<file path="src/hdl/bfs_hop_distance_macros.svh">
// Assertion macros used by the bfs_hop_distance top level
`ifndef BFS_HOP_DISTANCE_MACROS_SVH
`define BFS_HOP_DISTANCE_MACROS_SVH

// Condition that must hold at every clock edge out of reset
`define BHD_ASSERT_ALWAYS(lbl, cond, msg) \
	lbl: assert property (@(posedge clk) disable iff (!arst_n) (cond)) \
		else $error(msg);

// Condition that must hold in the cycle after the trigger
`define BHD_ASSERT_NEXT(lbl, ante, cons, msg) \
	lbl: assert property (@(posedge clk) disable iff (!arst_n) (ante) |=> (cons)) \
		else $error(msg);

`endif

</file>
<file path="src/hdl/bhd_pkg.sv">
// Shared types and constants for the breadth-first hop distance block
`timescale 1ns / 1ps

package bhd_pkg;

	// width of vertex numbers, node count and hop counts
	localparam int FIELD_W = 7;

	// hop value reported for a vertex that cannot be reached
	localparam logic [FIELD_W-1:0] HOPS_UNREACHED = 7'h7F;

	// controls from the sequencer to the frontier/reach unit
	typedef struct packed {
		logic load_mask; // capture the active vertex mask for a new search
		logic acc;       // a row read was issued this cycle
		logic commit;    // close a level: new frontier, grow visited set
		logic restart;   // back to the source-only sets for the next graph
	} bhd_reach_ctl_t;

endpackage

</file>
<file path="src/hdl/bhd_dist_mem.sv">
// Hop distance store: one word per vertex, one write and one registered read port
`timescale 1ns / 1ps

module bhd_dist_mem #(
	parameter int W  = 64,
	parameter int AW = 6
) (
	input  logic                        clk,
	input  logic                        wr_en,
	input  logic [AW-1:0]               wr_addr,
	input  logic [bhd_pkg::FIELD_W-1:0] wr_data,
	input  logic                        rd_en,
	input  logic [AW-1:0]               rd_addr,
	output logic [bhd_pkg::FIELD_W-1:0] rd_data
);

	logic [bhd_pkg::FIELD_W-1:0] mem [W];
	logic [bhd_pkg::FIELD_W-1:0] rd_data_q;

	// write port
	always_ff @(posedge clk) begin
		if (wr_en) begin
			mem[wr_addr] <= wr_data;
		end
	end

	// registered read port
	always_ff @(posedge clk) begin
		if (rd_en) begin
			rd_data_q <= mem[rd_addr];
		end
	end

	assign rd_data = rd_data_q;

endmodule

</file>
<file path="config.mk">
export PLATFORM = sky130hd
export DESIGN_NAME = bhd_dist_mem
export DESIGN_NICKNAME = d
export VERILOG_FILES = /design/src/hdl/bfs_hop_distance_macros.svh /design/src/hdl/bhd_pkg.sv /design/src/hdl/bhd_dist_mem.sv
export SDC_FILE = /design/constraint.sdc
export NUM_CORES = 1
export LEC_CHECK = 0
export BUFFER_PORTS_ARGS = -buffer_cell sky130_fd_sc_hd__buf_4
export CAP_MARGIN = 20
export CORE_UTILIZATION = 56
export CTS_CLUSTER_DIAMETER = 40
export DETAILED_ROUTE_END_ITERATION = 7
export PLACE_DENSITY = 0.75
export SETUP_SLACK_MARGIN = 0.5
export SLEW_MARGIN = 20
export SYNTH_ARGS = -nofsm -noshare
export SYNTH_HDL_FRONTEND = slang
export SYNTH_SLANG_ARGS = --single-unit
</file>
<file path="constraint.sdc">
create_clock -name clk -period 1.95 [get_ports clk]
set_clock_uncertainty 0.2 [all_clocks]
set_input_delay 0.2925 -clock clk [delete_from_list [all_inputs] [get_ports clk]]
set_output_delay 0.2925 -clock clk [all_outputs]
set_load 0.005 [all_outputs]
</file>
==> run metrics, run 1 <==
pwr dens=between 900 and 1000 nW/um2; asr flop ratio synth=0%; Hold Violations, Final=0; Post-Synthesis Cells=around 830; synthesized area=between 15000 and 20000 um2; clock-pin slew on the worst setup and hold paths=~60 ps; grt total ovfl=0; RSZ-0062 raised after global routing=true; FF-to-FF path depth=5; maximum clock path buffer count=3; Via density=approximately 6.5; vias in the first global route=9236; cell taking the most area after synthesis=edfxtp_1; Max Slew Vio Count=0; DR WL/cell=between 20 and 30 um; Hold Path Cell Cnt=1; Synth top cells by count=edfxtp_1, mux4_2, nor2_1, clkbuf_1, mux2i_1; Layout Cells excl Fill=~1400; initial antenna violation count=0; sequential-to-total area share from yosys stat=approximately 77%; Ports=29; hold endpoint=mem[18][3]$_DFFE_PP_; RR Startpoint=mem[37][0]$_DFFE_PP_; H-tree depth=2; worst-skew pair later-pin latency=around 560 ps; Slew headroom=about 47%; crit share post-route=103.3%; Worst setup EP type=flip-flop; area taken by multi-input logic gates=4628 um2; top cell type's share of synthesized area=around 77%; number of max-cap violations=0; crit-path max FO=1; YS warnings=0; Hold Startpoint=wr_data[3]; failing checks=DRC, setup timing; Overall Global Routing Usage=approximately a quarter; Setup Viol. Count Final=3; die area=32330 um2; Syn Area/Cell=21.41 um2; Yosys reg bits=about 460; Layout area overhead=21.31%; largest net degree at the start of global routing=65; drt pass-1 iters=7; R2R Setup Slk=-60 ps; die width=between 150 and 200 um; Worst Setup Slack, final=-64.85 ps; prevailing post-synth register cell=edfxtp_1; placed cell count=between 1000 and 1500; Final Power=around 21000 uW; drt drc=2; Fmax=roughly 500 MHz; Leakage=around 0.0067 uW; Initial Util=between 50 and 60%; Ant. Diodes=0; IR drop worst, VDD=approximately 0.66 mV; EDFF count, synth=~460; Layout Nets=slightly below 1000; detailed placement HPWL=about 25000 um; CTS tree=yes; WP data arrival=approximately 2100 ps; core outline area=around 31000 um2; HP Class=input pin to flip-flop; Crit Path Class=flip-flop to flip-flop; Worst setup SP type=flip-flop; Routed WL=roughly 40000 um; status=finished, violations left; Detail Route Antenna Nets=0; fill count=between 1500 and 2000; initial DRC count=around 1000; Final Critical Period=approximately 2000 ps; CTS Buf Count=48; Crit path required time=approximately 2000 ps; worst slew pin tran=approximately 800 ps; via count=slightly below 9000; Storage cell area=about 14000 um2; synth top area cells=edfxtp_1, mux4_2, nor2_1, mux2i_1, o221ai_1; Worst R2R End=rd_data[0]$_DFFE_PP_; first-pass GRT wire length=between 50000 and 60000 um; RD Place Congestion=a little under 0.9; Setup TNS Final=-147.5 ps; row count=64; Hold WS=between 5 and 6 ps; cell with the most instances after synthesis=edfxtp_1; count of different cell masters after synthesis=37; share of post-route cells with drive strength above 1=42.01%; clock sink total=approximately 460; Port Buffers=28; Mapped Nets=approximately 850; CTS root buffer=clkbuf_16; Die Ht=about 180 um
==> registers in the layout, summed over array words and instances (netlist names) <==
name     count
mem        448
rd_data      7
==> area by class of cell <==
cell class / instances / share of cell area [%]
Multi-Input combinational cell: 325 / 21.55
Sequential cell: 455 / 63.61
Tap cell: 396 / 2.307
Timing Repair Buffer: 115 / 5.424
Clock buffer: 58 / 5.866
Inverter: 2 / 0.03495
Clock inverter: 28 / 1.206
==> timing repair <==
item / CTS / global route
gates resized for setup: 32 / 23
setup endpoints to repair: 14 / 14
gates cloned: 0 / 0
hold endpoints to repair: 8 / 0
setup buffers: 0 / 0
hold buffers: 2 / 0
pin swaps: 8 / 6
==> cell families (layout without fill, tap and decap cells) <==
family | Yosys count | after routing | share of synthesized area, %
flip-flops | 455 | 455 | 77.17
buffers and inverters | 47 | 203 | 1.526
AO/OA/AOI/OAI | 65 | 65 | 2.608
AND/OR/NAND/NOR | 130 | 130 | 3.420
multiplexers | 130 | 130 | 15.28
==> worst max-delay path, stage by stage (launching register included) <==
cell	delay [ps]
edfxtp_1	360
mux4_2	500
a22oi_2	240
buf_4	150
a41oi_2	100
a41o_1	220
==> per-layer routing <==
layer	vias to the layer above	routed length, um	GRT usage [%]
met1	4687	15640	36.38
met2	460	19420	40.17
met5	-	0	0
li1	3716	-	-
met3	79	3387	4.356
met4	0	1227	8.931
==> layout by cell type, fill, tap and decap left out, drive strengths merged <==
master       synthesis  routed
a22oi                8       8
nor3b                3       3
bufinv               0       3
clkinv               0      20
inv                  2       6
dlygate4sd3          0       2
mux2                 2       2
o221ai               9       9
clkbuf              18      58
nand2                8       8
or3                  2       2
nand3                9       9
a32o                 2       2
mux2i               16      16
nand3b               4       4
nor2b                5       5
a41o                 2       2
a22o                 3       3
o21ai                8       8
nand4b               1       1
nor3                 8       8
or3b                 2       2
clkinvlp             0       1
a41oi                1       1
o31ai                8       8
a211oi               4       4
nand4                2       2
nor2                76      76
nand2b               6       6
and3b                3       3
and3                 1       1
a21oi                7       7
buf                 27     113
a21o                 1       1
mux4               112     112
o22ai               12      12
edfxtp             455     455
==> stage by stage <==
stage | util [%] | area, um2 | setup slack [ps]
floorplan | - | 18510 | -112.2
global placement | 63.81 | 19670 | -471.7
detailed placement | 63.81 | 19670 | -498.7
CTS | 69.27 | 21360 | -42.55
global route | 69.67 | 21480 | -115.3
finish | 69.67 | 21480 | -64.85
==> worst max path at each step <==
stage          slack [ps]  cells after the start                    to                  from
2_1_floorplan        -110                      7  rd_data[0]$_DFFE_PP_            rd_addr[0]
3_3_place_gp         -470                      7  rd_data[5]$_DFFE_PP_            rd_addr[0]
3_5_place_dp         -500                      7  rd_data[3]$_DFFE_PP_            rd_addr[0]
4_1_cts               -40                      5  rd_data[4]$_DFFE_PP_  mem[51][4]$_DFFE_PP_
5_1_grt              -120                      5  rd_data[0]$_DFFE_PP_  mem[37][0]$_DFFE_PP_
6_report              -60                      5  rd_data[0]$_DFFE_PP_  mem[37][0]$_DFFE_PP_
==> where the power goes <==
group          internal (uW)  switching [uW]  leakage, uW
sequential             10800            33.8      0.00410
combinational            560             749      0.00188
clock                   5050            3670     0.000744
(Power assumes the default switching activity.)
==> run 2, diff against run 1 <==
--- a/config.mk
+++ b/config.mk
@@ -7,10 +7,11 @@
 export LEC_CHECK = 0
 export BUFFER_PORTS_ARGS = -buffer_cell sky130_fd_sc_hd__buf_4
 export CAP_MARGIN = 20
-export CORE_UTILIZATION = 56
+export CORE_UTILIZATION = 59
+export CTS_BUF_LIST = sky130_fd_sc_hd__clkbuf_4
 export CTS_CLUSTER_DIAMETER = 40
 export DETAILED_ROUTE_END_ITERATION = 7
-export PLACE_DENSITY = 0.75
+export PLACE_DENSITY = 0.78
 export SETUP_SLACK_MARGIN = 0.5
 export SLEW_MARGIN = 20
 export SYNTH_ARGS = -nofsm -noshare
==> run 2 against run 1 <==
- the run ends with setup timing left
- sequential share of layout area is 0.059 points lower
- register-to-register slack better by 50 ps
- critical path depth is 1 lower
- global-route usage grew 2.8 points
- utilization grew 3.1 points
==> run metrics, run 2 (synthesis gave the netlist of run 1 again) <==
drt pass-1 iters=7 (unchanged); Worst Setup Slack, final=-17.09 ps (was -64.85 ps); failing checks=setup timing (was DRC, setup timing); Fmax=508.4 MHz (was 496.3 MHz); Layout Cells excl Fill=1493 (was 1379); largest net degree at the start of global routing=65 (unchanged); WP data arrival=2280 ps (was 2110 ps); Layout area overhead=21.42% (was 21.31%); maximum clock path buffer count=3 (unchanged); Ports=29 (unchanged); Final Power=19820 uW (was 20910 uW); Routed WL=41520 um (was 39670 um); clock-pin slew on the worst setup and hold paths=70 ps (was 60 ps); drt drc=0 (was 2); Detail Route Antenna Nets=0 (unchanged); placed inst area=19640 um2 (was 19670 um2); die width=175.2 um (was 179.8 um); fill count=1690 (was 1757); crit share post-route=100.9% (was 103.3%); grt total ovfl=0 (unchanged); number of max-cap violations=0 (unchanged); Critical path buffers and inverters=0 (was 1); via count=9414 (was 8942); Setup TNS Final=-17.09 ps (was -147.5 ps); vias in the first global route=9936 (was 9236); pwr dens=921.8 nW/um2 (was 973.7 nW/um2); H-tree depth=3 (was 2); Die Ht=175.2 um (was 179.8 um); area taken by multi-input logic gates=4601 um2 (was 4628 um2); worst-skew pair later-pin latency=760 ps (was 560 ps); Setup Viol. Count Final=1 (was 3); Hold Violations, Final=0 (unchanged); Largest register FFs=448 (unchanged); Final Critical Period=1967 ps (was 2015 ps); first-pass GRT wire length=61570 um (was 59600 um); share of post-route cells with drive strength above 1=45.19% (was 42.01%); Cell Chain, Critical Path=mux4_2 -> a22oi_2 -> a41oi_1 -> a41o_1 (was mux4_2 -> a22oi_2 -> buf_4 -> a41oi_2 -> a41o_1); die area=30710 um2 (was 32330 um2); Leakage=0.006895 uW (was 0.006728 uW); CTS tree=yes (unchanged); RSZ-0062 raised after global routing=true (unchanged); delay-heaviest family, CP=compound AO/OA/AOI/OAI gates (unchanged); Worst setup EP type=flip-flop (unchanged); CTS Hold Bufs=20 (was 2); Port Buffers=28 (unchanged); master of the slowest instance on the critical path=mux4_2 (unchanged); RD Place Congestion=0.9068 (was 0.8808); row count=63 (was 64); crit-path max FO=1 (unchanged); DR WL/cell=27.81 um (was 28.77 um); status=finished, violations left (unchanged); CTS Buf Count=108 (was 48); detailed placement HPWL=26160 um (was 25200 um); Storage cell area=13660 um2 (unchanged); HP Class=input pin to flip-flop (unchanged); critical path's largest stage delay=510 ps (was 500 ps); Max Slew Vio Count=0 (unchanged); design area=21500 um2 (was 21480 um2); Crit path required time=2260 ps (was 2040 ps); core outline area=29560 um2 (was 30830 um2); initial antenna violation count=1 (was 0); Via density=6.305 (was 6.484); Top reg by flops=mem (unchanged); clock sink total=455 (unchanged); placed cell count=1283 (was 1291); Layout Nets=1047 (was 969); Worst setup SP type=flip-flop (unchanged); worst slew pin tran=740.0 ps (was 798.3 ps); Crit Path Class=flip-flop to flip-flop (unchanged); Slew headroom=50.67% (was 46.78%); Initial Util=59.90% (was 57.43%); CTS root buffer=clkbuf_4 (was clkbuf_16); most frequent cells in the layout=edfxtp_1, clkbuf_4, mux4_2 (was edfxtp_1, mux4_2, buf_4); commonest non-fill, non-tap cell in the layout=edfxtp_1 (unchanged); initial DRC count=993 (was 1008); IR drop worst, VDD=0.7254 mV (was 0.6619 mV); pre-CTS setup slack=-502.7 ps (was -498.7 ps); Overall Global Routing Usage=28.23% (was 25.41%)
-- run 2: worst paths after layout --
check	from	end	slack (ps)	depth (start not counted)
max	mem[37][0]$_DFFE_PP_	rd_data[0]$_DFFE_PP_	-20	4
min	wr_addr[3]	mem[4][0]$_DFFE_PP_	1	4
max reg2reg	mem[37][0]$_DFFE_PP_	rd_data[0]$_DFFE_PP_	-20	4
min reg2reg	mem[61][4]$_DFFE_PP_	rd_data[4]$_DFFE_PP_	700	4
-- run 2: area by class of cell --
type	instances	area share [%]
antenna	1	0.01164
timing repair buffer	133	6.355
inverter	2	0.03492
multi-input combinational	325	21.40
sequential	455	63.55
tap	390	2.270
clock buffer	151	5.273
clock inverter	36	1.100
-- run 2: metal layers --
metal	vias to the layer above	share of wire, %	track usage, %
li1	3951	-	-
met2	550	49	44.58
met3	64	10	7.441
met5	-	0	0
met4	0	2.3	9.601
met1	4849	38	38.74
-- run 2: metrics by stage --
stage,hold WS [ps],utilization [%]
6_report,1.036,72.73
5_1_grt,-28.51,72.73
4_1_cts,-20.17,72.42
3_5_place_dp,396.5,66.43
3_3_place_gp,399.4,66.43
2_1_floorplan,191.4,-
-- run 2: worst register-to-register path, cell delays in order (launching register included) --
cell	delay, ps
edfxtp_1	360
mux4_2	510
a22oi_2	280
a41oi_1	170
a41o_1	220
-- run 2: repair_timing --
item	4_1_cts	5_1_grt
setup buffers	0	2
endpoints found under the hold margin	529	27
endpoints found under the setup margin	14	288
pin swaps	13	12
resized for setup	42	13
-- run 2: where the power goes --
group          leakage, uW  internal, uW  switching [uW]
combinational      0.00200           590             765
sequential         0.00410         10800            36.1
clock             0.000792          3970            3620
total              0.00689         15400            4420
