<file path="config.mk">
export PLATFORM = sky130hd
export DESIGN_NAME = bhd_reach_unit
export DESIGN_NICKNAME = d
export VERILOG_FILES = /design/src/hdl/bfs_hop_distance_macros.svh /design/src/hdl/bhd_pkg.sv /design/src/hdl/bhd_reach_unit.sv
export SDC_FILE = /design/constraint.sdc
export NUM_CORES = 1
export LEC_CHECK = 0
export BUFFER_PORTS_ARGS = -buffer_cell sky130_fd_sc_hd__buf_2
export CAP_MARGIN = 20
export CORE_MARGIN = 5
export CORE_UTILIZATION = 59
export CTS_CLUSTER_SIZE = 30
export DETAILED_ROUTE_END_ITERATION = 6
export PLACE_DENSITY = 0.84
export SLEW_MARGIN = 15
export SYNTH_ARGS = -nofsm -noshare
export SYNTH_HDL_FRONTEND = slang
export SYNTH_SLANG_ARGS = --single-unit
</file>
<file path="constraint.sdc">
create_clock -name clk -period 2.25 [get_ports clk]
set_clock_uncertainty 0.2 [all_clocks]
set_input_delay 0.1125 -clock clk [delete_from_list [all_inputs] [get_ports clk]]
set_output_delay 0.1125 -clock clk [all_outputs]
set_load 0.02 [all_outputs]
</file>
<file path="src/hdl/bfs_hop_distance_macros.svh">
// Assertion macros used by the bfs_hop_distance top level
`ifndef BFS_HOP_DISTANCE_MACROS_SVH
`define BFS_HOP_DISTANCE_MACROS_SVH

// Condition that must hold at every clock edge out of reset
`define BHD_ASSERT_ALWAYS(lbl, cond, msg) \
	lbl: assert property (@(posedge clk) disable iff (!arst_n) (cond)) \
		else $error(msg);

// Condition that must hold in the cycle after the trigger
`define BHD_ASSERT_NEXT(lbl, ante, cons, msg) \
	lbl: assert property (@(posedge clk) disable iff (!arst_n) (ante) |=> (cons)) \
		else $error(msg);

`endif

</file>
<file path="src/hdl/bhd_pkg.sv">
// Shared types and constants for the breadth-first hop distance block
`timescale 1ns / 1ps

package bhd_pkg;

	// width of vertex numbers, node count and hop counts
	localparam int FIELD_W = 7;

	// hop value reported for a vertex that cannot be reached
	localparam logic [FIELD_W-1:0] HOPS_UNREACHED = 7'h7F;

	// controls from the sequencer to the frontier/reach unit
	typedef struct packed {
		logic load_mask; // capture the active vertex mask for a new search
		logic acc;       // a row read was issued this cycle
		logic commit;    // close a level: new frontier, grow visited set
		logic restart;   // back to the source-only sets for the next graph
	} bhd_reach_ctl_t;

endpackage

</file>
<file path="src/hdl/bhd_reach_unit.sv">
// Reach unit: ORs adjacency rows, holds frontier and visited sets
`timescale 1ns / 1ps

module bhd_reach_unit #(
	parameter int W  = 64,
	parameter int AW = 6
) (
	input  logic                    clk,
	input  logic                    arst_n,
	input  bhd_pkg::bhd_reach_ctl_t ctl,
	input  logic [W-1:0]            row_data,
	input  logic [AW-1:0]           nc_last,
	output logic [W-1:0]            frontier,
	output logic [W-1:0]            visited,
	output logic                    next_empty
);

	logic [W-1:0] reach_q;
	logic [W-1:0] mask_q;
	logic [W-1:0] frontier_q;
	logic [W-1:0] visited_q;
	logic         acc_q;
	logic [W-1:0] next_set;
	logic [W-1:0] src_set;

	assign src_set  = W'(1);
	// new frontier: reached, active and not yet seen
	assign next_set = reach_q & mask_q & ~visited_q;

	// active vertex mask, taken once per search
	always_ff @(posedge clk) begin
		if (ctl.load_mask) begin
			for (int i = 0; i < W; i++) begin
				mask_q[i] <= (AW'(i) <= nc_last);
			end
		end
	end

	// accumulator and set registers
	always_ff @(posedge clk or negedge arst_n) begin
		if (!arst_n) begin
			reach_q    <= '0;
			frontier_q <= src_set;
			visited_q  <= src_set;
			acc_q      <= 1'b0;
		end else begin
			acc_q <= ctl.acc;
			if (ctl.restart) begin
				reach_q    <= '0;
				frontier_q <= src_set;
				visited_q  <= src_set;
			end else if (ctl.commit) begin
				reach_q    <= '0;
				frontier_q <= next_set;
				visited_q  <= visited_q | next_set;
			end else if (ctl.load_mask) begin
				reach_q <= '0;
			end else if (acc_q) begin
				// row data arrives in the cycle after its read
				reach_q <= reach_q | row_data;
			end
		end
	end

	assign frontier   = frontier_q;
	assign visited    = visited_q;
	assign next_empty = (next_set == '0);

endmodule
</file>
==> impl_metrics.tcl, run 1 <==
set metrics [dict create \
    p_per_area_nw_per_um2 743 \
    drc 0 \
    p_int_w 0.00779 \
    seqPwrFrac_pct 49.4 \
    synth-edff-count 64 \
    syn_to_final_growth_pct 30.1 \
    min_path_type "input pin to flip-flop" \
    yosys-top-cells-area "dfrtp_1 45%, edfxtp_1 18%, nor2_1 7.7%, mux2_2 5.3%, nand3b_1 3.9%" \
    p_comb_share_pct 8.1 \
    reg2reg_setup_slack_ps 400 \
    required_ps 1940 \
    cts_buffers 26 \
    worstPathMaxFanout 3 \
    cts_sinks 257 \
    antenna_found_initial 0 \
    synth_ff_type "dfrtp_1" \
    peakVddDrop_uv 608 \
    ys_seq_area_share_pct 64.2 \
    r2r_cells 4 \
    setup_ws_ps -127 \
    grtUsageMet1_pct 42.8 \
    timing.final.max_slew_violations 0 \
    wl_mm 33.5 \
    critPathTopFamily "simple AND/OR/NAND/NOR gates" \
    num_vias 8992 \
    cts_tree "built" \
    leakage_nw 6.35 \
    path_clk_slew_ps 60 \
    min_to "visited[9]" \
    multi_input_area_sq_um 3370 \
    outcome "complete, but fails checks" \
    antenna_left 0 \
    rsz0062_at_grt "true" \
    grtUsageMet3_pct 7.59 \
    start_kind "flip-flop" \
    die_y_microns 144 \
    seq_area_sq_um 6760 \
    swShare_pct 23.4 \
    top_usage_layer "met2" \
    viasPerCell 6.10 \
    worstPathArrival_ps 2060 \
    clkPwrFrac_pct 42.5 \
    wl_per_cell_microns 22.7 \
    fin_crit_sh_pct 106 \
    tightest_slew_ps 729 \
    critPathBufInv 1 \
    grt_pass1_vias 9167 \
    diodes 0 \
    critPathCaptureType "output port" \
    fin_tns_setup_ps -127 \
    dp_hpwl_mm 20.5 \
    synth_top_area_share_pct 45.4 \
    fillers 998 \
    grt_max_degree 129 \
    synth_nets 1015 \
    clock_path_buffers 3 \
    ys_ff_latch 257 \
    die_x_microns 144 \
    worstHoldPathCells 3 \
    r2r_start "acc_q" \
    nets 1306 \
    r2r_end "reach_q[36]" \
    num_io_pins 205 \
    fp-row-count 48 \
    synth.distinct_cells 37 \
    ys_warn_count 0 \
    hold_ws_ps -15.1 \
    crit_chain "nand3b_1, o2111ai_4, nor4_4, and4_4, buf_6" \
    grt_pass1_wl_mm 51.4 \
    grt.total_usage_pct 32.4 \
    syn_inst 939 \
    async_reset_ff_share_pct 75.1 \
    drtIter0Drc 1003 \
    final_hold_viol_count 17 \
    final-setup-viol-count 1 \
    clock_latency_ps 530 \
    coreArea_sq_um 17400 \
    violations "hold timing, setup timing" \
    clockRootBuffer "clkbuf_16" \
    min-delay-start "ctl[0]" \
    layout-drive-gt1-share_pct 26.8 \
    cp_slowest_stage_delay_ps 390 \
    first_pass_iters 5 \
    finalWorstPathRequiredPeriod_ps 2380 \
    avgSynthCellArea_sq_um 11.2 \
    start_util_pct 60.4 \
    met2_usage_pct 53.4 \
    grt_remaining_overflow 0 \
    htreeDepth 1 \
    final_common_cell "nor2_1" \
    path_class "flip-flop to output port" \
    die_area_sq_um 20600 \
    port_buffers 204 \
    dpl_worst_slack_ps 255 \
    power.net_switching_w 0.00238 \
    yosysTopAreaCell "dfrtp_1" \
    relSlewSlack_pct 51.0 \
    syn-cell-area_sq_um 10500 \
    mostFrequentLayoutCells "215 x nor2_1, 198 x buf_2, 190 x dfrtp_1" \
    critPathSlowestCell "dfrtp_1" \
    fmax_ghz 0.421 \
    gp_congestion 0.884 \
    max_cap_violations 0 \
]
routing by layer:
| layer | part of all wire, % | wire length (microns) |
|---|---|---|
| met1 | 37 | 12400 |
| met2 | 49 | 16300 |
| met3 | 10 | 3460 |
| met4 | 4.1 | 1380 |
| met5 | 0 | 0 |
final cells by class:
type	count	area share, %
Multi-Input combinational cell	573	24.6
Sequential cell	257	49.3
Timing Repair Buffer	316	16.2
Clock buffer	43	6.11
Tap cell	225	2.06
Inverter	56	1.53
Clock inverter	5	0.192
flip-flops by register name, indices dropped and copies added, names as in the netlist:
signal / count
acc_q: 1
frontier: 64
visited: 64
reach_q: 64
mask_q: 64
power by group through the flow:
| stage | Combinational (W) | Sequential, W | Clock (W) |
|---|---|---|---|
| floorplan | 0.000304 | 0.00510 | 0 |
| detailed placement | 0.000664 | 0.00510 | 0 |
| global placement | 0.000657 | 0.00510 | 0 |
| finish | 0.000825 | 0.00503 | 0.00432 |
| global route | 0.000882 | 0.00504 | 0.00455 |
| CTS | 0.000792 | 0.00502 | 0.00433 |
through the flow:
| step | utilization [%] | cells | cell area [sq um] | power, W |
|---|---|---|---|---|
| global placement | 67.9 | 1335 | 11800 | 0.00575 |
| detailed placement | 67.9 | 1335 | 11800 | 0.00577 |
| global route | 78.6 | 1475 | 13700 | 0.0105 |
| finish | 78.6 | 1475 | 13700 | 0.0102 |
| CTS | 78.4 | 1475 | 13600 | 0.0101 |
| floorplan | - | 939 | 10500 | 0.00540 |
what timing repair did:
item | 4_1_cts | 5_1_grt
gates resized for setup | 7 | 11
pin swaps | 6 | 2
hold buffers | 90 | 0
buffers inserted | 2 | 0
endpoints found under the setup margin | 1 | 2
hold endpoints to repair | 376 | 0
synthesized netlist by cell type, types with 3 or more instances:
cell and n:
mux2_2 50, o21ai_0 9, nand4b_1 3, a31oi_1 64, nor3_1 3, buf_2 14, buf_6 6, nor4_1 4
inv_1 56, mux2i_1 10, edfxtp_1 64, o21bai_1 7, or2_2 4, dfrtp_1 191, nand3b_1 54, nor2_1 215
nand3_1 5, a21boi_0 8, clkbuf_1 29, o2111ai_1 10, a21oi_1 75, nand4_1 6, o21a_1 3, nand2_1 25
nand2b_1 6
cells by family (layout without fill, tap and decap cells):
kind of cell / after synthesis / count (layout) / share of synthesized area [%]
simple gates: 331 / 331 / 14.6
flops: 257 / 257 / 64.2
other cells: 1 / 1 / 0.0356
compound gates: 181 / 181 / 10.3
buf+inv: 109 / 420 / 4.55
mux: 60 / 60 / 6.30
tightest hold or removal path, delay by kind of cell:
| family | cells | cell delay, ps |
|---|---|---|
| buffers and inverters | 2 | 390 |
| AND/OR/NAND/NOR | 1 | 150 |
worst max-delay path by stage:
stage	start	to	slack, ps	depth (start not counted)
2_1_floorplan	visited[0]	next_empty	620	4
3_3_place_gp	mask_q[27]	next_empty	270	5
3_5_place_dp	visited[18]	next_empty	260	5
4_1_cts	mask_q[13]	next_empty	-140	5
5_1_grt	mask_q[13]	next_empty	-160	5
6_report	visited[18]	next_empty	-130	5
Note: power is estimated with default switching activity, not from simulation.
==> run 2, diff against run 1 <==
--- a/config.mk
+++ b/config.mk
@@ -5,13 +5,14 @@
 export SDC_FILE = /design/constraint.sdc
 export NUM_CORES = 1
 export LEC_CHECK = 0
+export ABC_AREA = 1
 export BUFFER_PORTS_ARGS = -buffer_cell sky130_fd_sc_hd__buf_2
 export CAP_MARGIN = 20
 export CORE_MARGIN = 5
 export CORE_UTILIZATION = 59
 export CTS_CLUSTER_SIZE = 30
 export DETAILED_ROUTE_END_ITERATION = 6
-export PLACE_DENSITY = 0.84
+export PLACE_DENSITY = 0.85
 export SLEW_MARGIN = 15
 export SYNTH_ARGS = -nofsm -noshare
 export SYNTH_HDL_FRONTEND = slang
==> constraint.sdc (replaced) <==
create_clock -name clk -period 2.25 [get_ports clk]
set_clock_uncertainty 0.2 [all_clocks]
set_input_delay 0.1125 -clock clk [delete_from_list [all_inputs] [get_ports clk]]
set_output_delay 0.1125 -clock clk [all_outputs]
set_load 0.005 [all_outputs]
==> run 2 against run 1 <==
Against the previous run: sequential power about the same; worst setup slack improved by 110 ps; the run ends with setup timing left; cell count is 3.3% higher; hold slack improved by 64 ps; largest power group unchanged; total power is 3.7% lower; design area is 4.9% lower.
==> impl_metrics.tcl, run 2 <==
set metrics [dict create \
    outcome "complete, but fails checks" \
    violations "setup timing" \
    r2r_cells 3 \
    grt_max_degree 80 \
    path_class "flip-flop to output port" \
    worstPathArrival_ps 1950 \
    hold_ws_ps 48.8 \
    ys_warn_count 0 \
    path_clk_slew_ps 60 \
    final_common_cell "buf_2" \
    setup_ws_ps -14.0 \
    synth-edff-count 64 \
    max_cap_violations 0 \
    nets 1361 \
    htreeDepth 1 \
    antenna_left 0 \
    ys_seq_area_share_pct 67.0 \
    yosysTopAreaCell "dfrtp_1" \
    start_kind "flip-flop" \
    fin_crit_sh_pct 101 \
    grt_pass1_wl_mm 50.5 \
    drc 0 \
    avgSynthCellArea_sq_um 10.0 \
    synth_top_area_share_pct 47.4 \
    worstPathMaxFanout 2 \
    clockRootBuffer "clkbuf_16" \
    first_pass_iters 6 \
    leakage_nw 6.20 \
    port_buffers 204 \
    peakVddDrop_uv 704 \
    coreArea_sq_um 16700 \
    p_per_area_nw_per_um2 752 \
    num_io_pins 205 \
    rsz0062_at_grt "true" \
    fmax_ghz 0.442 \
    syn-cell-area_sq_um 10100 \
    viasPerCell 6.06 \
    synth_ff_type "dfrtp_1" \
    antenna_found_initial 1 \
    required_ps 1940 \
    finalWorstPathRequiredPeriod_ps 2260 \
    synth.distinct_cells 24 \
    fin_tns_setup_ps -14.0 \
    fp-row-count 47 \
    syn_to_final_growth_pct 29.3 \
    synth_nets 1080 \
    layout-drive-gt1-share_pct 22.3 \
    cts_sinks 257 \
    final_hold_viol_count 0 \
    timing.final.max_slew_violations 0 \
    critPathCaptureType "output port" \
    wl_mm 33.0 \
    min_path_type "input pin to flip-flop" \
    synth_commonest_cells "191 x dfrtp_1, 141 x a21oi_1, 131 x nand2_1" \
    ys_ff_latch 257 \
    syn_inst 1004 \
    final-setup-viol-count 1 \
    clock_path_buffers 3 \
    dp_hpwl_mm 20.2 \
    drtIter0Drc 1235 \
    fillers 973 \
    grt_remaining_overflow 0 \
    worstHoldPathCells 2 \
    relSlewSlack_pct 54.1 \
    yosys-top-cells-area "dfrtp_1 47%, edfxtp_1 19%, a21oi_1 7.0%, nand3_1 6.4%, nand2_1 4.9%" \
    grt_pass1_vias 9308 \
    cts_tree "built" \
    wl_per_cell_microns 21.6 \
    grt.total_usage_pct 32.4 \
    die_x_microns 141 \
    final_util_pct 78.0 \
    gp_congestion 0.994 \
    cts_buffers 25 \
    clock_latency_ps 510 \
    start_util_pct 60.4 \
    async_reset_ff_share_pct 75.1 \
    die_area_sq_um 19800 \
    num_vias 9235 \
    mostFrequentLayoutCells "203 x buf_2, 190 x dfrtp_1, 141 x a21oi_1" \
    die_y_microns 141 \
    yosysMostFrequentCell "dfrtp_1" \
    tightest_slew_ps 687 \
]
run 2: what timing repair did:
| action | 4_1_cts | 5_1_grt |
|---|---|---|
| pin swaps | 1 | 8 |
| hold buffers | 79 | 0 |
| setup endpoints to repair | 1 | 1 |
| setup buffers | 0 | 2 |
| endpoints found under the hold margin | 358 | 0 |
| resized for setup | 3 | 14 |
run 2: final timing paths:
check,to,from,slack (ps)
min in group asynchronous,frontier[0],arst_n,500
setup reg to reg,visited[0],visited[0],790
max in group asynchronous,frontier[11],arst_n,250
setup / recovery,next_empty,visited[0],-10
hold reg to reg,frontier[60],frontier[60],280
hold / removal,acc_q,ctl[2],50
run 2: layout make-up:
type	count	area, sq um	share of cell area (%)
Timing Repair Buffer	300	2010	15.4
Sequential cell	257	6760	51.8
Clock buffer	34	732	5.62
Multi-Input combinational cell	604	2840	21.8
Inverter	97	364	2.79
Clock inverter	11	55.1	0.423
Antenna cell	1	2.50	0.0192
Tap cell	220	275	2.11
run 2: where the power goes:
part	switching [W]	internal, W
logic	0.000472	0.000268
clock network	0.00175	0.00228
registers	0.0000985	0.00493
run 2: per-layer routing:
layer / GRT usage (%) / part of all wire [%]
met5: 0 / 0.039
met1: 43.5 / 36
met4: 12.6 / 4.4
met2: 52.4 / 48
met3: 6.91 / 11
run 2: metrics by stage:
step	total power, W	cells	area [sq um]	worst slack, ps
after floorplan	0.00535	1004	10100	890
after global placement	0.00569	1397	11400	452
after detailed placement	0.00570	1397	11400	456
after CTS	0.00976	1521	12900	8.61
after global routing	0.0101	1523	13000	-50.5
final	0.00980	1524	13000	-14.0
run 2: critical path: stages (launching register included):
cell	delay (ps)
dfstp_2	540
inv_2	40
nand3_2	70
nand2_2	90
nor2_1	100
nand2_1	50
nor2_1	120
nand2_1	100
nor2_2	180
buf_2	140
run 2: cells by family (layout without fill, tap and decap cells):
| kind of cell | after synthesis | in the layout | synth area share, % |
|---|---|---|---|
| compound gates | 228 | 228 | 11.5 |
| other cells | 1 | 2 | 0.0372 |
| simple gates | 375 | 375 | 15.9 |
| flops | 257 | 257 | 67.0 |
| buf+inv | 143 | 442 | 5.59 |
